[src/rtl/gtm_pkg.sv]
// shared constants, command codes and controller command bundle for the gemm tile
`timescale 1ns / 1ps

package gtm_pkg;

  // tile geometry
  localparam int TILE_ROWS = 8;
  localparam int TILE_COLS = 24;
  localparam int ROW_W     = 3;
  localparam int COL_W     = 5;
  localparam int DATA_W    = 32;
  localparam int ACC_W     = 64;
  localparam int ACC_DEPTH = TILE_ROWS * TILE_COLS;
  localparam int ACC_AW    = $clog2(ACC_DEPTH);
  localparam int ADDR_W    = 3;

  // input command codes
  localparam logic [1:0] CMD_CLEAR  = 2'd0;
  localparam logic [1:0] CMD_LOAD_B = 2'd1;
  localparam logic [1:0] CMD_MAC    = 2'd2;
  localparam logic [1:0] CMD_FINAL  = 2'd3;

  // register select, taken from paddr bit 2
  localparam logic REG_ALPHA = 1'b0;
  localparam logic REG_BETA  = 1'b1;

  // gain reset values (q16.16)
  localparam logic signed [DATA_W-1:0] ALPHA_RESET = 32'sd65536;
  localparam logic signed [DATA_W-1:0] BETA_RESET  = 32'sd0;

  // per-cycle strobes from controller to datapath
  typedef struct packed {
    logic             cap;
    logic             clr;
    logic             b_wr;
    logic             rd;
    logic [COL_W-1:0] rd_col;
    logic             fin_rd;
    logic             mac_mul;
    logic             mac_wr;
    logic             fin_sat;
    logic             fin_mul_a;
    logic             fin_mul_b;
    logic             fin_sum;
    logic             fin_out;
  } gtm_cmd_t;

endpackage

[src/rtl/gtm_ctrl.sv]
// sequencer for the gemm tile: accepts beats, steps columns, drives datapath strobes
`timescale 1ns / 1ps

module gtm_ctrl import gtm_pkg::*; (
  input  logic             clk,
  input  logic             rst_n,
  input  logic             in_valid,
  output logic             in_stall,
  input  logic [1:0]       in_cmd,
  input  logic [ROW_W-1:0] in_row,
  input  logic [COL_W-1:0] in_col,
  output logic             out_valid,
  input  logic             out_stall,
  output gtm_cmd_t         cmd
);

  typedef enum logic [3:0] {
    ST_IDLE,
    ST_MAC,
    ST_DRAIN,
    ST_FRD,
    ST_FSAT,
    ST_FMA,
    ST_FMB,
    ST_FSUM,
    ST_FOUT
  } state_t;

  state_t           state_r, state_nxt;
  logic [COL_W-1:0] col_cnt_r, col_cnt_nxt;
  logic             mul_r, mul_nxt;
  logic             wr_r, wr_nxt;
  logic             out_valid_r, out_valid_nxt;
  logic             accept;
  logic             row_ok;
  logic             col_ok;
  logic             fin_go;

  // handshake and range checks
  assign in_stall  = (state_r != ST_IDLE);
  assign accept    = in_valid && !in_stall;
  assign row_ok    = int'(in_row) < TILE_ROWS;
  assign col_ok    = int'(in_col) < TILE_COLS;
  assign fin_go    = (state_r == ST_FOUT) && (!out_valid_r || !out_stall);
  assign out_valid = out_valid_r;

  // next state
  always_comb begin
    state_nxt   = state_r;
    col_cnt_nxt = col_cnt_r;
    unique case (state_r)
      ST_IDLE: begin
        if (accept) begin
          unique case (in_cmd) inside
            CMD_MAC: begin
              if (row_ok) begin
                state_nxt   = ST_MAC;
                col_cnt_nxt = '0;
              end
            end
            CMD_FINAL: begin
              if (row_ok && col_ok) state_nxt = ST_FRD;
            end
            CMD_CLEAR, CMD_LOAD_B: ;
          endcase
        end
      end
      ST_MAC: begin
        col_cnt_nxt = col_cnt_r + 1'b1;
        if (col_cnt_r == COL_W'(TILE_COLS - 1)) state_nxt = ST_DRAIN;
      end
      ST_DRAIN: state_nxt = ST_IDLE;
      ST_FRD:   state_nxt = ST_FSAT;
      ST_FSAT:  state_nxt = ST_FMA;
      ST_FMA:   state_nxt = ST_FMB;
      ST_FMB:   state_nxt = ST_FSUM;
      ST_FSUM:  state_nxt = ST_FOUT;
      ST_FOUT: begin
        if (fin_go) state_nxt = ST_IDLE;
      end
      default: state_nxt = ST_IDLE;
    endcase
  end

  // pipeline strobe delays and output slot
  assign mul_nxt       = (state_r == ST_MAC);
  assign wr_nxt        = mul_r;
  assign out_valid_nxt = fin_go || (out_valid_r && out_stall);

  // state and registered outputs
  always_ff @(posedge clk) begin
    if (!rst_n) begin
      state_r     <= ST_IDLE;
      col_cnt_r   <= '0;
      mul_r       <= 1'b0;
      wr_r        <= 1'b0;
      out_valid_r <= 1'b0;
    end else begin
      state_r     <= state_nxt;
      col_cnt_r   <= col_cnt_nxt;
      mul_r       <= mul_nxt;
      wr_r        <= wr_nxt;
      out_valid_r <= out_valid_nxt;
    end
  end

  // datapath strobes
  always_comb begin
    cmd           = '0;
    cmd.cap       = accept;
    cmd.clr       = accept && (in_cmd == CMD_CLEAR);
    cmd.b_wr      = accept && (in_cmd == CMD_LOAD_B) && col_ok;
    cmd.rd        = (state_r == ST_MAC);
    cmd.rd_col    = col_cnt_r;
    cmd.fin_rd    = (state_r == ST_FRD);
    cmd.mac_mul   = mul_r;
    cmd.mac_wr    = wr_r;
    cmd.fin_sat   = (state_r == ST_FSAT);
    cmd.fin_mul_a = (state_r == ST_FMA);
    cmd.fin_mul_b = (state_r == ST_FMB);
    cmd.fin_sum   = (state_r == ST_FSUM);
    cmd.fin_out   = fin_go;
  end

`ifndef SYNTHESIS
  // column counter stays inside the tile while stepping
  a_col_in_range: assert property (@(posedge clk) disable iff (!rst_n)
    (state_r == ST_MAC) |-> (int'(col_cnt_r) < TILE_COLS))
    else $error("column counter left the tile");

  // writeback always comes in the cycle after a multiply
  a_wr_after_mul: assert property (@(posedge clk) disable iff (!rst_n)
    cmd.mac_wr |-> $past(cmd.mac_mul))
    else $error("accumulator writeback without multiply");

  // no multiply still in flight once a new beat can be taken
  a_idle_no_mul: assert property (@(posedge clk) disable iff (!rst_n)
    (state_r == ST_IDLE) |-> !cmd.mac_mul)
    else $error("multiply in flight while idle");

  // a result appears only after the output step of a finalize
  a_out_from_fin: assert property (@(posedge clk) disable iff (!rst_n)
    $rose(out_valid_r) |-> $past(state_r == ST_FOUT))
    else $error("result raised outside finalize");
`endif

endmodule

[config.mk]
export PLATFORM = sky130hd
export DESIGN_NAME = gtm_ctrl
export DESIGN_NICKNAME = d
export VERILOG_FILES = /design/src/rtl/gtm_pkg.sv /design/src/rtl/gtm_ctrl.sv
export SDC_FILE = /design/constraint.sdc
export NUM_CORES = 1
export LEC_CHECK = 0
export BUFFER_PORTS_ARGS = -buffer_cell sky130_fd_sc_hd__buf_2
export CAP_MARGIN = 10
export CORE_MARGIN = 5
export CORE_UTILIZATION = 31
export CTS_CLUSTER_SIZE = 10
export DETAILED_ROUTE_END_ITERATION = 8
export SYNTH_ARGS = -nofsm -noshare
export SYNTH_HDL_FRONTEND = slang
export SYNTH_SLANG_ARGS = --single-unit
export TNS_END_PERCENT = 50
[constraint.sdc]
create_clock -name clk -period 2.17 [get_ports clk]
set_input_delay 0.651 -clock clk [delete_from_list [all_inputs] [get_ports clk]]
set_output_delay 0.651 -clock clk [all_outputs]
set_load 0.02 [all_outputs]
; Yosys cells after proc, flatten, opt, wreduce, memory -nomap -nowiden
; Cells that the tools add are included.
[word_totals]
ff_bits = 12
input_bits = 14
out_inout_bits = 19
word_cells = 50
[op_classes]
add_sub_neg = 1
n_lt_le_gt_ge = 1
eq_ne = 17
n_mux = 9
reduce_logical = 17
[op_table]
columns = operator, n
row1 = 4-bit one-hot mux with 8 select lines, 1
row2 = 4-bit by 3-bit equality test with 1-bit output (second input constant), 4
row3 = 4-bit 2-to-1 mux, 4
row4 = 5-bit 2-to-1 mux, 2
row5 = 5-bit one-hot mux with 2 select lines, 1
row6 = 4-bit one-hot mux with 2 select lines, 1
row7 = 1-bit logical AND, 6
row8 = 2-bit != test (second input constant), 3
row9 = 3-bit != test (second input constant), 2
row10 = 5-bit by 1-bit adder with 5-bit output (second input constant), 1
row11 = 5-bit equality test (second input constant), 1
row12 = 5-bit < comparator (second input constant), 1
row13 = 5-bit AND reduction, 1
row14 = 2-bit equality test (second input constant), 2
row15 = 4-bit by 1-bit equality test with 1-bit output (second input constant), 1
row16 = 4-bit by 2-bit equality test with 1-bit output (second input constant), 1
row17 = 4-bit equality test (second input constant), 1
row18 = 4-bit zero test, 1
row19 = 4-bit nonzero test, 1
row20 = 1-bit zero test, 3
row21 = 3-bit AND reduction, 1
row22 = 2-bit by 1-bit equality test with 1-bit output (second input constant), 1
row23 = 2-bit zero test, 1
row24 = 1-bit logical OR, 2
row25 = other kinds (2), 2

; Longest topological paths before layout
[logic_depth]
ltp_word = 5
depth_mapped = 6
mapped_depth_nobuf = 4

; Least setup slack after synthesis
; No wires, ideal clock.
[synth_timing]
kind = register -> output
start = register state_r[1]
end = output cmd[0] in the netlist's numbering
arrival_ns = 1.368
t_required_ns = 1.519
setup_slack_ns = 0.151
path_stages_with_launch = 5
path_buffers = 2
path_cell_list = dfxtp_1 -> clkbuf_1 -> or4b_2 -> a21oi_1 -> buf_4
[synth_via]
elab_chain_len = 2
[synth_rtl]
columns = item, line_no
row1 = from (decl), gtm_ctrl.sv:29  ; state_t state_r, state_nxt;
row2 = from (signal assigned), gtm_ctrl.sv:99  ; state_r <= state_nxt;
row3 = 4-bit equality test, gtm_ctrl.sv:44  ; assign fin_go = (state_r == ST_FOUT) && (!out_valid_r || !out_stall);
row4 = 1-bit logical AND, gtm_ctrl.sv:44
row5 = to (decl), gtm_ctrl.sv:14  ; output gtm_cmd_t cmd
; No other way between the ends.

==> results <==
- The flow ran to the end, and the final reports show no timing, DRC or antenna violations.
- The synthesized netlist occupies a cell area of 696.9 um2.
- The detailed router finished its first iteration with 16 violations.
- The final layout contains 126 nets.
- The portion of the clock cycle consumed by the worst path in the final layout is 97.72%.
- The post-synthesis cell type count is 36.
- The setup violation total in the final timing report is 0.
- The worst ir drop on vdd is 0.0004380 V.
- In this run, CTS created clock tree buffers numbering 3.
- The final number of max-transition violations is 0.
- The number of instances in the synthesized netlist is 84.
- The number of routed nets with antenna violations is 0.
- After detailed routing, the wire length on met1 is 720 um.
- The site row count is 17.
- The clock passes through at most 2 buffers.
- The number of synthesized register bits is 12.
- The die span in y is 57.42 um.
- The overall global routing resource usage is 10.74%.
- Clock tree synthesis selected as its root buffer the cell sky130_fd_sc_hd__clkbuf_4.
- Of the total synthesized cell area, the portion taken by AND, OR, NAND and NOR gates is 26.93%.
- The floorplan die area is 3296 um2.
- Summed over all nets, the half-perimeter wirelength after detailed placement is 1.221 mm.
- The category of the worst setup path capture point is an output pin.
- CTS built an H-tree with a depth of 1.
- The power per cell area is 653.6 nW/um2.
- From left edge to right edge, the die measures 57.42 um.
- The end of the worst register-to-register path is col_cnt_r[4].
- The worst hold path terminates at wr_r.
- TritonCTS built the clock tree.
- The footprint of the multi-input gates is 399.1 um2.
- The mux cell area share after synthesis is 0%.
- In this run the static leakage power is 0.4143 nW.
- For flop-to-flop paths, the worst setup slack is 490 ps.
- The slew at the pin closest to its max-slew limit is 461.6 ps.
- From synthesis to final layout, the design area changed by 33.03%.
- The first global-routing pass estimated 2.835 mm of wire.
- The number of hold buffers added after cts is 0.
- In the final routed layout, each cell accounts on average for 11.80 um.
- Summing the areas of all compound-gate instances in the mapped netlist gives 21.72% of the synthesized area.
- The antenna diode instance count is 0.
- After layout, the worst setup slack is 49.41 ps.
- The placeable core area is 2170 um2.
- The number of antenna violations at the first check in global routing is 0.
- The critical path start-end classification is reg2out.
- The synthesis warning total is 0.
- Clock tree synthesis found a total of 12 sinks.
- Counting instances, the worst hold path has a depth of 1.
- The largest net degree at the start of global routing is 11.
- The max-capacitance violation count is 0.
- The highest metal layer carrying signal wires in the routed design is met4.
- The count of buffers added on input and output ports is 26.
- Yosys mapped a number of flops with a built-in enable equal to 0.
- In this run the most critical hold path is launched from mul_r.
- For this run, the leading register cell type out of synthesis is sky130_fd_sc_hd__dfxtp_1.
- Summed over all nets, wire length on met2 after detailed routing comes to 749 um.
- Summed over all nets, wire length on met3 after detailed routing comes to 130 um.
- For this configuration, the core starts out at a cell density of 32.12%.
- The residual overflow from global routing is 0.
- The number of vias in the routed layout is 710.
- Summed over all failing endpoints, the final setup total negative slack is 0 ps.
- The pre-antenna-repair detailed-routing pass consisted of 4 iterations.
- The boundary pin count is 33.
- The hold violation total from the final report is 0.
- The worst pin sits at a relative slew slack of 68.90%.
- The critical-path maximum fanout is 8.
- The mean cell area of the mapped netlist is 8.297 um2.
- STA classifies the critical path startpoint as a flop.
- The area occupied by registers is 250.2 um2.
- After filler insertion, the fill cell instance count of the layout stands at 238.
- The worst-skew pair later-pin latency is 270 ps.
- The post-route netlist has 43.64% of its cells at a drive strength greater than 1.
- The adder and majority gate portion of the synthesized area is 1.795%.
- For the worst setup path, the data arrival time is 1470 ps.
- Counting cells, the worst reg-to-reg path comes to 6.
- The post-detailed-route DRC marker count is 0.
- The pre-CTS worst setup slack is 140.3 ps.
- The final worst clock skew is 6.066 ps.
- Using the TritonRoute via totals, the vias-per-cell ratio works out to 5.145.
- Summing the areas of all xor and xnor instances in the mapped netlist gives 1.257% of the synthesized area.
- The startpoint of the worst register-to-register path is state_r[1].
- Timing would allow up to 471.6 MHz.
- The path class of the lowest-slack min-delay path is reg2reg.
- The dominant combinational cell family by area after synthesis is simple AND/OR/NAND/NOR gates.
- For this run, the register share of the synthesized area comes to 34.47%.
- Setup repair after global routing could not meet its margin everywhere.
- The number of global-route vias before repair is 656.
- Counting I/O delays and the setup requirement, the final critical path takes 2121 ps.
- The total detailed-routing wirelength is 1.628 mm.
- The required time reported for the critical path endpoint is 1520 ps.
- Of all flip-flops after synthesis, the portion carrying an async set or reset was 0%.
- The synthesized netlist net count is 99.
- Clock-pin slew was measured on the worst setup and hold paths at 80 ps.
- The final weighted congestion of routability-driven global placement is 0.6825.
## placed cells by master (no fill, tap or decap), types with 3 or more instances in the layout
cell	instances
sky130_fd_sc_hd__nand3_1	3
sky130_fd_sc_hd__dfxtp_1	8
sky130_fd_sc_hd__nor3_1	3
sky130_fd_sc_hd__buf_4	8
sky130_fd_sc_hd__a311oi_1	3
sky130_fd_sc_hd__nand2_1	10
sky130_fd_sc_hd__a21oi_1	4
sky130_fd_sc_hd__buf_2	23
sky130_fd_sc_hd__clkbuf_4	3
sky130_fd_sc_hd__inv_1	3
sky130_fd_sc_hd__nor2_1	4
## layer usage
layer,vias to the layer above,GRT usage (%)
met4,0,3.974
met5,-,0
li1,356,-
met3,2,3.394
met1,324,13.06
met2,28,17.58
## cell families (layout without fill, tap and decap cells)
group | after synthesis | after routing
AOI/OAI and AO/OA | 21 | 21
xor gates and xnor gates | 1 | 1
adders and majority gates | 1 | 1
buffers and inverters | 14 | 40
DFF | 12 | 12
and+or+nand+nor | 35 | 35
## critical path, stage by stage (launching register included)
cell and delay [ps]:
sky130_fd_sc_hd__dfxtp_4 380, sky130_fd_sc_hd__or4b_4 560, sky130_fd_sc_hd__a21oi_2 110, sky130_fd_sc_hd__buf_4 150
## metrics by stage
stage	hold slack, ps	total power, mW	util (%)	instances	cell area (um2)
2_1_floorplan	436.1	0.3785	-	84	696.9
3_3_place_gp	441.3	0.4104	38.12	133	827.0
5_1_grt	501.9	0.6496	42.73	138	927.1
3_5_place_dp	441.6	0.4106	38.12	133	827.0
4_1_cts	462.9	0.5993	41.12	137	892.1
6_report	456.8	0.6060	42.73	138	927.1
## state kept, by name, indices dropped and copies added (netlist names)
| register | flops |
|---|---|
| mul_r | 1 |
| wr_r | 1 |
| out_valid | 1 |
| col_cnt_r | 5 |
| state_r | 4 |
## layout make-up
| type | count | area share, % |
|---|---|---|
| Multi-Input combinational cell | 58 | 43.05 |
| Sequential cell | 12 | 26.99 |
| Timing Repair Buffer | 31 | 18.89 |
| Clock buffer | 4 | 3.914 |
| Tap cell | 28 | 3.779 |
| Inverter | 5 | 3.374 |
## synthesized netlist by cell type (all sizes together), types with 2 or more instances
master,number,share of area (%)
clkinv,2,2.9
a21oi,5,3.6
nand3,3,2.2
or4b,2,2.9
nor3,5,3.6
nand2,11,5.9
buf,8,8.8
or3,2,1.8
o21a,2,2.2
o21ai,2,1.4
dfxtp,12,34
a311oi,3,3.8
a211o,2,2.7
inv,3,1.6
nand4b,2,2.5
a41oi,2,2.5
nor2,4,2.2
## power breakdown
| group | switching (mW) | leakage (nW) | internal (mW) | total (mW) |
|---|---|---|---|---|
| logic | 0.101 | 0.294 | 0.0763 | 0.178 |
| registers | 0.0189 | 0.0997 | 0.234 | 0.252 |
| clock network | 0.0741 | 0.0210 | 0.102 | 0.176 |
| total | 0.194 | 0.414 | 0.412 | 0.606 |
## timing repair
| item | 4_1_cts | 5_1_grt |
|---|---|---|
| endpoints found under the hold margin | 0 | 0 |
| gates resized for setup | 8 | 9 |
| pin swaps | 0 | 3 |
| setup buffers | 0 | 1 |
| endpoints found under the setup margin | 5 | 4 |
## worst max path at each step
stage                    start       to  slack (ps)  cells past startpoint
global route        state_r[1]  cmd[14]         -30                      5
detailed placement  state_r[3]  cmd[14]         140                      5
finish              state_r[2]   cmd[0]          50                      3
global placement    state_r[2]   cmd[0]         140                      3
floorplan           state_r[1]   cmd[0]         150                      4
CTS                 state_r[3]  cmd[14]         -30                      5
No activity file was read; power rests on OpenSTA's default activity.
